<file path="src/rtl/hpwl_pkg.sv">
package hpwl_pkg;

    localparam int NUM_BOUNDS = 4;

    // Slots of a bounding box
    localparam int BOX_XMIN = 0;
    localparam int BOX_XMAX = 1;
    localparam int BOX_YMIN = 2;
    localparam int BOX_YMAX = 3;

    // Per-pin net marks carried down the pipeline
    typedef struct packed {
        logic net_skip;
        logic last_pin;
        logic last_net;
    } t_net_tag;

endpackage

</file>
<file path="src/rtl/hpwl_if.sv">
interface hpwl_pin_if #(
    parameter int COORD_BITS = 24
);
    logic                         valid;
    logic                         ready;
    logic signed [COORD_BITS-1:0] pin_x;
    logic signed [COORD_BITS-1:0] pin_y;
    logic                         is_pad;
    logic                         net_skip;
    logic                         last_pin;
    logic                         last_net;

    modport source (
        output valid, pin_x, pin_y, is_pad, net_skip, last_pin, last_net,
        input  ready
    );
    modport sink (
        input  valid, pin_x, pin_y, is_pad, net_skip, last_pin, last_net,
        output ready
    );
endinterface

interface hpwl_res_if #(
    parameter int COORD_BITS = 24,
    parameter int TOTAL_BITS = 40
);
    logic                  valid;
    logic                  ready;
    logic [COORD_BITS:0]   net_length_all;
    logic [COORD_BITS:0]   net_length_no_pads;
    logic [TOTAL_BITS-1:0] total_with_pads;
    logic [TOTAL_BITS-1:0] total_limited;
    logic [TOTAL_BITS-1:0] total_without_pads;
    logic                  sweep_done;

    modport source (
        output valid, net_length_all, net_length_no_pads, total_with_pads,
               total_limited, total_without_pads, sweep_done,
        input  ready
    );
    modport sink (
        input  valid, net_length_all, net_length_no_pads, total_with_pads,
               total_limited, total_without_pads, sweep_done,
        output ready
    );
endinterface

</file>
<file path="src/rtl/net_hpwl_accumulator.sv">
// Half-perimeter wirelength accumulator. Feed one pin per item on i_pin; the
// pin flagged last_pin closes its net and yields one result on o_res with the
// net's half-perimeter over all pins, over non-pad pins (zero when the net has
// only pads), and three saturating running totals (all nets, nets whose
// net_skip is low on the last pin, and non-pad lengths). Totals clear after
// the result that carries sweep_done. The block sustains one pin per clock
// while the output is not stalled; a result goes through the pin, length and
// result stages in turn. Three register stages (pin, net length, result) each
// hold while the stage after is full. Under a stalled output, pins keep
// entering until a closed net waits in the length stage; from then on the
// input stalls too. The clock-period limit is set by the bounding-box merge
// feeding the length subtract and the combinational saturating total update.
module net_hpwl_accumulator #(
    parameter int COORD_BITS = 24,
    parameter int TOTAL_BITS = 40
) (
    input  logic              i_clk,
    input  logic              i_rst_n,
    hpwl_pin_if.sink          i_pin,
    hpwl_res_if.source        o_res
);
    import hpwl_pkg::*;

    localparam int LEN_BITS = COORD_BITS + 1;
    localparam int SUM_BITS = ((TOTAL_BITS > LEN_BITS) ? TOTAL_BITS : LEN_BITS) + 1;

    typedef logic signed [COORD_BITS-1:0] t_coord;
    typedef logic [LEN_BITS-1:0]          t_len;
    typedef logic [TOTAL_BITS-1:0]        t_total;

    function automatic logic [COORD_BITS-1:0] span(input t_coord hi, input t_coord lo);
        logic signed [LEN_BITS-1:0] d;
        d = LEN_BITS'(hi) - LEN_BITS'(lo);
        return d[COORD_BITS-1:0];
    endfunction

    function automatic t_total sat_add(input t_total a, input t_len b);
        logic [SUM_BITS-1:0] s;
        s = SUM_BITS'(a) + SUM_BITS'(b);
        if (s[SUM_BITS-1:TOTAL_BITS] != '0) begin
            return '1;
        end
        return s[TOTAL_BITS-1:0];
    endfunction

    // pin stage
    logic     r_in_valid;
    t_coord   r_in_x;
    t_coord   r_in_y;
    logic     r_in_pad;
    t_net_tag r_in_tag;

    // net box state
    t_coord   r_box_all  [NUM_BOUNDS];
    t_coord   r_box_core [NUM_BOUNDS];
    t_coord   n_box_all  [NUM_BOUNDS];
    t_coord   n_box_core [NUM_BOUNDS];
    logic     r_net_started;
    logic     r_core_started;
    logic     core_valid;

    // length stage
    logic     r_len_valid;
    t_len     r_len_all;
    t_len     r_len_core;
    t_net_tag r_len_tag;
    t_len     n_len_all;
    t_len     n_len_core;

    // result stage and totals
    logic     r_out_valid;
    t_len     r_out_len_all;
    t_len     r_out_len_core;
    t_total   r_out_sum_all;
    t_total   r_out_sum_lim;
    t_total   r_out_sum_core;
    logic     r_out_done;
    t_total   r_sum_all;
    t_total   r_sum_lim;
    t_total   r_sum_core;
    t_total   n_sum_all;
    t_total   n_sum_lim;
    t_total   n_sum_core;

    logic     out_ready;
    logic     len_ready;
    logic     in_ready;
    logic     in_fire;
    logic     mid_fire;
    logic     len_fire;

    assign out_ready = !r_out_valid || o_res.ready;
    assign len_ready = !r_len_valid || out_ready;
    assign in_ready  = !r_in_valid || len_ready;
    assign in_fire   = i_pin.valid && in_ready;
    assign mid_fire  = r_in_valid && len_ready;
    assign len_fire  = r_len_valid && out_ready;

    assign i_pin.ready = in_ready;

    // merge the pin into both boxes; a fresh box takes the pin as is
    always_comb begin
        n_box_all[BOX_XMIN] = (!r_net_started || r_in_x < r_box_all[BOX_XMIN]) ?
                              r_in_x : r_box_all[BOX_XMIN];
        n_box_all[BOX_XMAX] = (!r_net_started || r_in_x > r_box_all[BOX_XMAX]) ?
                              r_in_x : r_box_all[BOX_XMAX];
        n_box_all[BOX_YMIN] = (!r_net_started || r_in_y < r_box_all[BOX_YMIN]) ?
                              r_in_y : r_box_all[BOX_YMIN];
        n_box_all[BOX_YMAX] = (!r_net_started || r_in_y > r_box_all[BOX_YMAX]) ?
                              r_in_y : r_box_all[BOX_YMAX];

        n_box_core = r_box_core;
        if (!r_in_pad) begin
            n_box_core[BOX_XMIN] = (!r_core_started || r_in_x < r_box_core[BOX_XMIN]) ?
                                   r_in_x : r_box_core[BOX_XMIN];
            n_box_core[BOX_XMAX] = (!r_core_started || r_in_x > r_box_core[BOX_XMAX]) ?
                                   r_in_x : r_box_core[BOX_XMAX];
            n_box_core[BOX_YMIN] = (!r_core_started || r_in_y < r_box_core[BOX_YMIN]) ?
                                   r_in_y : r_box_core[BOX_YMIN];
            n_box_core[BOX_YMAX] = (!r_core_started || r_in_y > r_box_core[BOX_YMAX]) ?
                                   r_in_y : r_box_core[BOX_YMAX];
        end

        core_valid = r_core_started || !r_in_pad;

        n_len_all = LEN_BITS'(span(n_box_all[BOX_XMAX], n_box_all[BOX_XMIN]))
                  + LEN_BITS'(span(n_box_all[BOX_YMAX], n_box_all[BOX_YMIN]));
        if (core_valid) begin
            n_len_core = LEN_BITS'(span(n_box_core[BOX_XMAX], n_box_core[BOX_XMIN]))
                       + LEN_BITS'(span(n_box_core[BOX_YMAX], n_box_core[BOX_YMIN]));
        end else begin
            n_len_core = '0;
        end
    end

    always_comb begin
        n_sum_all  = sat_add(r_sum_all, r_len_all);
        n_sum_lim  = r_len_tag.net_skip ? r_sum_lim : sat_add(r_sum_lim, r_len_all);
        n_sum_core = sat_add(r_sum_core, r_len_core);
    end

    always_ff @(posedge i_clk) begin
        if (!i_rst_n) begin
            r_in_valid <= 1'b0;
        end else if (in_fire) begin
            r_in_valid <= 1'b1;
        end else if (mid_fire) begin
            r_in_valid <= 1'b0;
        end
        if (in_fire) begin
            r_in_x            <= i_pin.pin_x;
            r_in_y            <= i_pin.pin_y;
            r_in_pad          <= i_pin.is_pad;
            r_in_tag.net_skip <= i_pin.net_skip;
            r_in_tag.last_pin <= i_pin.last_pin;
            r_in_tag.last_net <= i_pin.last_net;
        end
    end

    // advance the net box; drop it once the net closes
    always_ff @(posedge i_clk) begin
        if (!i_rst_n) begin
            r_net_started  <= 1'b0;
            r_core_started <= 1'b0;
        end else if (mid_fire) begin
            r_net_started  <= !r_in_tag.last_pin;
            r_core_started <= !r_in_tag.last_pin && core_valid;
        end
        if (mid_fire) begin
            r_box_all  <= n_box_all;
            r_box_core <= n_box_core;
        end
    end

    always_ff @(posedge i_clk) begin
        if (!i_rst_n) begin
            r_len_valid <= 1'b0;
        end else if (mid_fire) begin
            r_len_valid <= r_in_tag.last_pin;
        end else if (len_fire) begin
            r_len_valid <= 1'b0;
        end
        if (mid_fire) begin
            r_len_all  <= n_len_all;
            r_len_core <= n_len_core;
            r_len_tag  <= r_in_tag;
        end
    end

    always_ff @(posedge i_clk) begin
        if (!i_rst_n) begin
            r_out_valid <= 1'b0;
            r_sum_all   <= '0;
            r_sum_lim   <= '0;
            r_sum_core  <= '0;
        end else begin
            if (len_fire) begin
                r_out_valid <= 1'b1;
            end else if (o_res.ready) begin
                r_out_valid <= 1'b0;
            end
            if (len_fire) begin
                if (r_len_tag.last_net) begin
                    r_sum_all  <= '0;
                    r_sum_lim  <= '0;
                    r_sum_core <= '0;
                end else begin
                    r_sum_all  <= n_sum_all;
                    r_sum_lim  <= n_sum_lim;
                    r_sum_core <= n_sum_core;
                end
            end
        end
        if (len_fire) begin
            r_out_len_all  <= r_len_all;
            r_out_len_core <= r_len_core;
            r_out_sum_all  <= n_sum_all;
            r_out_sum_lim  <= n_sum_lim;
            r_out_sum_core <= n_sum_core;
            r_out_done     <= r_len_tag.last_net;
        end
    end

    assign o_res.valid              = r_out_valid;
    assign o_res.net_length_all     = r_out_len_all;
    assign o_res.net_length_no_pads = r_out_len_core;
    assign o_res.total_with_pads    = r_out_sum_all;
    assign o_res.total_limited      = r_out_sum_lim;
    assign o_res.total_without_pads = r_out_sum_core;
    assign o_res.sweep_done         = r_out_done;

endmodule

</file>
<file path="src/flat_wrapper.sv">
// flat-port wrapper written by rule: the top's interface ports become plain ports
module net_hpwl_accumulator_flat import hpwl_pkg::*;
#(
    parameter int COORD_BITS = 24,
    parameter int TOTAL_BITS = 40
)
  (i_clk, i_rst_n, i_pin_valid, i_pin_pin_x, i_pin_pin_y, i_pin_is_pad, i_pin_net_skip, i_pin_last_pin, i_pin_last_net, i_pin_ready, o_res_valid, o_res_net_length_all, o_res_net_length_no_pads, o_res_total_with_pads, o_res_total_limited, o_res_total_without_pads, o_res_sweep_done, o_res_ready);
  hpwl_pin_if #(.COORD_BITS(COORD_BITS)) i_pin_i ();
  hpwl_res_if #(.COORD_BITS(COORD_BITS), .TOTAL_BITS(TOTAL_BITS)) o_res_i ();
  input  logic i_clk;
  input  logic i_rst_n;
  input wire logic [$bits(i_pin_i.valid)-1:0] i_pin_valid;
  input wire logic [$bits(i_pin_i.pin_x)-1:0] i_pin_pin_x;
  input wire logic [$bits(i_pin_i.pin_y)-1:0] i_pin_pin_y;
  input wire logic [$bits(i_pin_i.is_pad)-1:0] i_pin_is_pad;
  input wire logic [$bits(i_pin_i.net_skip)-1:0] i_pin_net_skip;
  input wire logic [$bits(i_pin_i.last_pin)-1:0] i_pin_last_pin;
  input wire logic [$bits(i_pin_i.last_net)-1:0] i_pin_last_net;
  output wire logic [$bits(i_pin_i.ready)-1:0] i_pin_ready;
  output wire logic [$bits(o_res_i.valid)-1:0] o_res_valid;
  output wire logic [$bits(o_res_i.net_length_all)-1:0] o_res_net_length_all;
  output wire logic [$bits(o_res_i.net_length_no_pads)-1:0] o_res_net_length_no_pads;
  output wire logic [$bits(o_res_i.total_with_pads)-1:0] o_res_total_with_pads;
  output wire logic [$bits(o_res_i.total_limited)-1:0] o_res_total_limited;
  output wire logic [$bits(o_res_i.total_without_pads)-1:0] o_res_total_without_pads;
  output wire logic [$bits(o_res_i.sweep_done)-1:0] o_res_sweep_done;
  input wire logic [$bits(o_res_i.ready)-1:0] o_res_ready;
  assign i_pin_i.valid = i_pin_valid;
  assign i_pin_i.pin_x = i_pin_pin_x;
  assign i_pin_i.pin_y = i_pin_pin_y;
  assign i_pin_i.is_pad = i_pin_is_pad;
  assign i_pin_i.net_skip = i_pin_net_skip;
  assign i_pin_i.last_pin = i_pin_last_pin;
  assign i_pin_i.last_net = i_pin_last_net;
  assign i_pin_ready = i_pin_i.ready;
  assign o_res_valid = o_res_i.valid;
  assign o_res_net_length_all = o_res_i.net_length_all;
  assign o_res_net_length_no_pads = o_res_i.net_length_no_pads;
  assign o_res_total_with_pads = o_res_i.total_with_pads;
  assign o_res_total_limited = o_res_i.total_limited;
  assign o_res_total_without_pads = o_res_i.total_without_pads;
  assign o_res_sweep_done = o_res_i.sweep_done;
  assign o_res_i.ready = o_res_ready;
  net_hpwl_accumulator #(.COORD_BITS(COORD_BITS), .TOTAL_BITS(TOTAL_BITS)) u_core (.i_clk(i_clk), .i_rst_n(i_rst_n), .i_pin(i_pin_i), .o_res(o_res_i));
endmodule
</file>
<file path="config.mk">
export PLATFORM = sky130hd
export DESIGN_NAME = net_hpwl_accumulator_flat
export DESIGN_NICKNAME = d
export VERILOG_FILES = /design/src/rtl/hpwl_pkg.sv /design/src/rtl/hpwl_if.sv /design/src/rtl/net_hpwl_accumulator.sv /design/src/flat_wrapper.sv
export SDC_FILE = /design/constraint.sdc
export NUM_CORES = 1
export LEC_CHECK = 0
export BUFFER_PORTS_ARGS = -buffer_cell sky130_fd_sc_hd__buf_4
export CAP_MARGIN = 30
export CORE_MARGIN = 3
export CORE_UTILIZATION = 40
export DETAILED_ROUTE_END_ITERATION = 8
export PLACE_DENSITY_LB_ADDON = 0.08
export SKIP_LAST_GASP = 1
export SYNTH_ARGS = -nofsm -noshare
export SYNTH_HDL_FRONTEND = slang
export SYNTH_SLANG_ARGS = --single-unit
</file>
<file path="constraint.sdc">
create_clock -name i_clk -period 16.6 [get_ports i_clk]
set_input_delay 0 -clock i_clk [delete_from_list [all_inputs] [get_ports i_clk]]
set_output_delay 0 -clock i_clk [all_outputs]
set_load 0.005 [all_outputs]
</file>
==> impl_metrics.env, run 1 <==
export IMPL_slew_headroom_pct=33.7
export IMPL_min_path_type="input pin to register"
export IMPL_syn_area_per_cell_um2=10.1
export IMPL_synthXorXnorAreaFrac_pct=4.78
export IMPL_row_count=110
export IMPL_ys_seq_area_share_pct=44.7
export IMPL_synth_warnings=0
export IMPL_period_needed_ns=8.49
export IMPL_synth_top_family_by_area="compound AO/OA/AOI/OAI gates"
export IMPL_port_buffer_count=228
export IMPL_critPathMaxFanout=14
export IMPL_first_iter_violations=1734
export IMPL_muxShareOfSynthArea_pct=2.85
export IMPL_place_detailed_hpwl_mm=78.2
export IMPL_worst_pin_slew_ns=0.993
export IMPL_firstDrtPassIters=5
export IMPL_routed_wl_mm=105
export IMPL_fin_cells=5186
export IMPL_clock_skew_ns=0.0303
export IMPL_dp_cells=4995
export IMPL_peakVddDrop_mv=0.111
export IMPL_cap_violations=0
export IMPL_worst_skew_pair_late_latency_ns=0.64
export IMPL_grt_max_degree=134
export IMPL_startpoint_type="register"
export IMPL_cts_path_max_buffers=3
export IMPL_synth_compound_area_share_pct=16.7
export IMPL_drive_above_1_share_pct=11.3
export IMPL_critical_path_required_ns=16.98
export IMPL_drcViolationCount=0
export IMPL_tns_ns=0
export IMPL_grt_overflow_total=0
export IMPL_final_cell_mix="467 x edfxtp_1, 400 x ha_1, 383 x inv_1"
export IMPL_syn_area_mm2=0.0370
export IMPL_cts_resized=0
export IMPL_wl_per_cell_um=20.2
export IMPL_setup_violations=0
export IMPL_grt_pass1_wl_mm=160
export IMPL_maxSlewViolCount=0
export IMPL_synth_edff_count=467
export IMPL_syn_nets=4124
export IMPL_cts_root_buf="clkbuf_16"
export IMPL_cts_buffers=74
export IMPL_grtUsageTotal_pct=21.6
export IMPL_antenna_found_initial=4
export IMPL_h_tree_depth=3
export IMPL_vias_per_cell=5.36
export IMPL_cellLeakagePower_nw=18.9
export IMPL_crit_type="register to register"
export IMPL_cts_tree="done"
export IMPL_yosys_most_used_dff="edfxtp_1"
export IMPL_power_density_mw_per_mm2=118
export IMPL_place_gp_congestion=0.871
export IMPL_path_clk_slew_ns=0.06
export IMPL_ys_async_sr_fraction_pct=0
export IMPL_finalCritPeriodShare_pct=51.1
export IMPL_die_x_um=310
export IMPL_crit_top_cell="o21a_1"
export IMPL_endpoint_kind="register"
export IMPL_pin_count=229
export IMPL_layout_commonest_cell="edfxtp_1"
export IMPL_die_area_mm2=0.0962
export IMPL_area_delta_synth_final_pct=16.6
export IMPL_synth_seq_cells=592
export IMPL_cp_arrival_ns=8.87
export IMPL_status="finished, final reports clean"
export IMPL_fmax_mhz=118
export IMPL_layout_nets=4418
export IMPL_synth_distinct_cells=85
export IMPL_vias=27800
export IMPL_start_util_pct=40.7
export IMPL_synthCells=3659
export IMPL_grt_pass1_vias=26800
export IMPL_whs_ns=0.0910
export IMPL_antenna_cells=0
export IMPL_fin_util_pct=47.5
export IMPL_postRouteAntennaNets=0
export IMPL_synthAdderAreaFrac_pct=14.1
export IMPL_slowest_stage="a221o_1"
export IMPL_coreArea_mm2=0.0908
export IMPL_die_y_um=310
export IMPL_rsz0062_at_grt="no"
export IMPL_clock_sinks=592
export IMPL_synthSimpleGateAreaFrac_pct=12.1
export IMPL_cpPeakStageDelay_ns=0.58
export IMPL_hold_viol=0
Yosys cell counts (8+ instances only):
library cell  number  area (um2)
fa_1               9         180
nor2_1           230         863
nor3_1            65         325
a21o_1            96         721
nand3_1           73         365
a21oi_1          233        1170
dfxtp_1          125        2500
and3_1            39         244
a22oi_1           11        82.6
o31ai_1           11        82.6
nand2_1          288        1080
or3_1             14        87.6
a2111oi_0          9        78.8
a211o_1           11        96.3
xnor2_1          133        1160
edfxtp_1         467       14000
a2bb2oi_1         13         114
o211ai_1          11        82.6
o21ai_0          221        1110
mux2i_1           67         671
o21ai_1            8        40.0
a41o_1             8        80.1
nor4_1            13        81.3
o22a_1             8        70.1
or2_2             11        68.8
o21a_1            40         300
nand2b_1          43         269
xor2_1            61         534
clkbuf_1          87         327
a211oi_1          21         158
ha_1             400        5000
a31oi_1           29         181
nand4_1           47         294
nor2b_1           58         363
mux2_2            34         383
a21boi_0          34         255
o311ai_0           8        70.1
a22o_1            56         490
and4_1             8        70.1
o21bai_1          18         135
inv_1            385        1450
and2_1            23         144
kinds of logic (layout without fill, tap and decap cells):
family	count (synthesis)	in the layout
compound gates	938	938
xor+xnor	197	197
fa+ha+maj	411	411
buf+inv	482	833
flops	592	592
mux	101	101
simple gates	938	938
flip-flops by register name (all words and copies together) (netlist names), 2 cells and up, named ones only:
| name | flops |
|---|---|
| u_core.o_res.total_limited | 40 |
| u_core.o_res.total_without_pads | 40 |
| u_core.r_len_tag | 2 |
| u_core.r_in_y | 24 |
| u_core.r_in_tag | 3 |
| u_core.r_box_core | 95 |
| u_core.r_box_all | 96 |
| u_core.r_sum_core | 40 |
| u_core.o_res.total_with_pads | 40 |
| u_core.r_sum_lim | 40 |
| u_core.r_in_x | 24 |
| u_core.r_sum_all | 40 |
| u_core.o_res.net_length_all | 25 |
| u_core.o_res.net_length_no_pads | 25 |
| u_core.r_len_core | 25 |
| u_core.r_len_all | 25 |
final timing paths:
check / startpoint / end / slack (ns) / cells past startpoint
max: u_core.r_in_y[1]$_DFFE_PP_ / u_core.r_len_core[23]$_SDFFCE_PP0P_ / 8.11 / 38
min: i_pin_pin_x[7] / u_core.r_in_x[7]$_DFFE_PP_ / 0.09 / 2
max reg2reg: u_core.r_in_y[1]$_DFFE_PP_ / u_core.r_len_core[23]$_SDFFCE_PP0P_ / 8.11 / 38
min reg2reg: u_core.r_in_tag[0]$_DFFE_PP_ / u_core.r_len_tag[0]$_DFFE_PP_ / 0.42 / 0
per-stage QoR:
stage / total power, W / area (um2) / setup slack [ns]
finish: 0.00508 / 43200 / 8.11
global route: 0.00539 / 43200 / 7.34
CTS: 0.00514 / 43100 / 8.12
detailed placement: 0.00347 / 40100 / 8.13
global placement: 0.00347 / 40100 / 8.12
floorplan: 0.00298 / 37000 / 9.25
layer usage:
layer	track usage (%)	part of all wire (%)
met1	29.7	47
met2	35.6	46
met3	2.78	3.9
met4	6.65	3.0
met5	0	0
critical path, delay by kind of cell (launching register included):
family	cells	cell delay, ns
multiplexers	2	0.60
XOR/XNOR	1	0.16
buffers and inverters	1	0.34
adder cells (fa/ha/maj)	3	1.03
AND/OR/NAND/NOR	12	1.19
AO/OA/AOI/OAI	19	4.38
flip-flops	1	0.53
final cells by class:
type | count | area [um2]
tap | 1176 | 1470
timing repair buffer | 315 | 2540
clock buffer | 95 | 2060
clock inverter | 38 | 355
sequential | 592 | 16500
inverter | 385 | 1460
multi-input combinational | 2585 | 18700
fill | 8591 | 47700
where the power goes:
part | internal (W) | switching, W | total (W) | leakage, nW
registers | 0.00177 | 0.000106 | 0.00188 | 5.44
logic | 0.000638 | 0.000939 | 0.00158 | 12.3
clock network | 0.000971 | 0.000655 | 0.00163 | 1.18
total | 0.00338 | 0.00170 | 0.00508 | 18.9
repair_timing:
item | in CTS | in global routing
hold buffers | 57 | 0
buffers inserted | 0 | 0
endpoints found under the hold margin | 82 | 0
Power figures use the tool's default switching activity.
==> inputs of run 2 (changes only) <==
==> constraint.sdc (replaced) <==
create_clock -name i_clk -period 7.5 [get_ports i_clk]
set_input_delay 0 -clock i_clk [delete_from_list [all_inputs] [get_ports i_clk]]
set_output_delay 0 -clock i_clk [all_outputs]
set_load 0.005 [all_outputs]
==> impl_metrics.env, run 2 (synthesis results as in run 1) <==
export IMPL_cap_violations=0
export IMPL_slowest_stage="edfxtp_1"
export IMPL_pin_count=229
export IMPL_postRouteAntennaNets=0
export IMPL_slew_headroom_pct=38.7
export IMPL_regMostFlops="u_core.r_box_all"
export IMPL_clock_sinks=592
export IMPL_path_clk_slew_ns=0.06
export IMPL_crit_top_cell="o21a_1"
export IMPL_critical_path_required_ns=7.88
export IMPL_wl_per_cell_um=19.6
export IMPL_worst_pin_slew_ns=0.918
export IMPL_hold_viol=0
export IMPL_layout_nets=4609
export IMPL_grt_pass1_wl_mm=162
export IMPL_cp_num_buf_inv=1
export IMPL_critPathMaxFanout=5
export IMPL_path_delay_family="compound AO/OA/AOI/OAI gates"
export IMPL_grt_max_degree=117
export IMPL_port_buffer_count=228
export IMPL_fin_area_mm2=0.0448
export IMPL_dpl_instance_area_mm2=0.0415
export IMPL_clock_skew_ns=0.0248
export IMPL_power_w=0.0114
export IMPL_antenna_found_initial=1
export IMPL_power_density_mw_per_mm2=253
export IMPL_fmax_mhz=140
export IMPL_firstDrtPassIters=5
export IMPL_whs_ns=0.0751
export IMPL_cts_buffers=71
export IMPL_min_path_type="input pin to register"
export IMPL_setup_violations=0
export IMPL_multi_input_area_mm2=0.0190
export IMPL_period_needed_ns=7.13
export IMPL_layout_commonest_cell="edfxtp_1"
export IMPL_largestRegisters="u_core.r_box_all x96, u_core.r_box_core x95"
export IMPL_first_iter_violations=1796
export IMPL_cpPeakStageDelay_ns=0.47
export IMPL_endpoint_kind="register"
export IMPL_seqCellArea_mm2=0.0165
export IMPL_cts_path_max_buffers=3
export IMPL_grtUsageTotal_pct=21.8
export IMPL_worst_skew_pair_late_latency_ns=0.64
export IMPL_nFillCells=8412
export IMPL_start_util_pct=40.7
export IMPL_cp_arrival_ns=7.51
export IMPL_grt_pass1_vias=28100
export IMPL_die_area_mm2=0.0962
export IMPL_finalCritPeriodShare_pct=95.1
export IMPL_die_x_um=310
export IMPL_vias_per_cell=5.30
export IMPL_place_gp_congestion=0.867
export IMPL_maxSlewViolCount=0
export IMPL_drcViolationCount=0
export IMPL_area_delta_synth_final_pct=21.1
export IMPL_status="finished, final reports clean"
export IMPL_startpoint_type="register"
export IMPL_final_cell_mix="467 x edfxtp_1, 441 x buf_4, 398 x ha_1"
export IMPL_cts_tree="done"
export IMPL_place_detailed_hpwl_mm=80.5
export IMPL_cts_root_buf="clkbuf_16"
export IMPL_drive_above_1_share_pct=16.5
export IMPL_crit_type="register to register"
export IMPL_die_y_um=310
export IMPL_h_tree_depth=3
export IMPL_largest_register_ffs=96
export IMPL_vias=28500
export IMPL_cellLeakagePower_nw=19.8
export IMPL_row_count=110
export IMPL_peakVddDrop_mv=0.180
export IMPL_rsz0062_at_grt="yes"
export IMPL_coreArea_mm2=0.0908
export IMPL_grt_overflow_total=0
export IMPL_routed_wl_mm=106
[run 2: final timing paths]
path | start | to | slack (ns) | cells past startpoint
worst max-delay path | u_core.r_in_x[1]$_DFFE_PP_ | u_core.r_len_all[23]$_DFFE_PP_ | 0.37 | 36
worst min-delay path | i_pin_pin_x[14] | u_core.r_in_x[14]$_DFFE_PP_ | 0.08 | 2
worst max register to register | u_core.r_in_x[1]$_DFFE_PP_ | u_core.r_len_all[23]$_DFFE_PP_ | 0.37 | 36
worst min register to register | u_core.r_in_tag[2]$_DFFE_PP_ | u_core.r_len_tag[2]$_DFFE_PP_ | 0.42 | 0
[run 2: where the power goes]
part,total [W],internal (W),switching [W]
Sequential,0.00411,0.00392,0.000194
Clock,0.00343,0.00197,0.00147
Combinational,0.00381,0.00170,0.00211
[run 2: worst reg2reg max path: cells and delay by family, from the launching register on]
kind	cells	cell delay (ns)
buffers and inverters	1	0.05
xor gates and xnor gates	2	0.22
muxes	1	0.28
DFF	1	0.47
and+or+nand+nor	9	1.43
adders and majority gates	4	1.08
AOI/OAI and AO/OA	19	3.34
[run 2: per-layer routing]
layer	part of all wire, %	up-vias	track usage (%)
met4	3.3	0	7.30
li1	-	14300	-
met5	0	-	0
met3	4.0	151	3.24
met2	46	540	36.0
met1	47	13500	29.4
[run 2: timing repair]
item,CTS,global route
hold endpoints to repair,81,0
gates resized for setup,4,85
pin swaps,0,37
hold buffers,57,0
buffers inserted,0,17
gates cloned,0,1
endpoints found under the setup margin,2,17
[run 2: cell type report]
type,count,area share (%)
multi-input combinational,2585,42.4
clock buffer,89,4.18
timing repair buffer,509,9.11
inverter,385,3.26
sequential,592,36.9
clock inverter,40,0.888
tap,1176,3.28
antenna,1,0.00558
[run 2: metrics by stage]
step | util, % | setup slack [ns] | TNS [ns] | cells
6_report | 49.3 | 0.366 | 0 | 5377
3_5_place_dp | 45.7 | -0.0148 | -0.0148 | 5171
2_1_floorplan | - | 0.148 | 0 | 3659
5_1_grt | 49.3 | -0.0686 | -0.105 | 5376
4_1_cts | 48.9 | -0.0187 | -0.0187 | 5357
3_3_place_gp | 45.6 | -0.00476 | -0.00476 | 5167
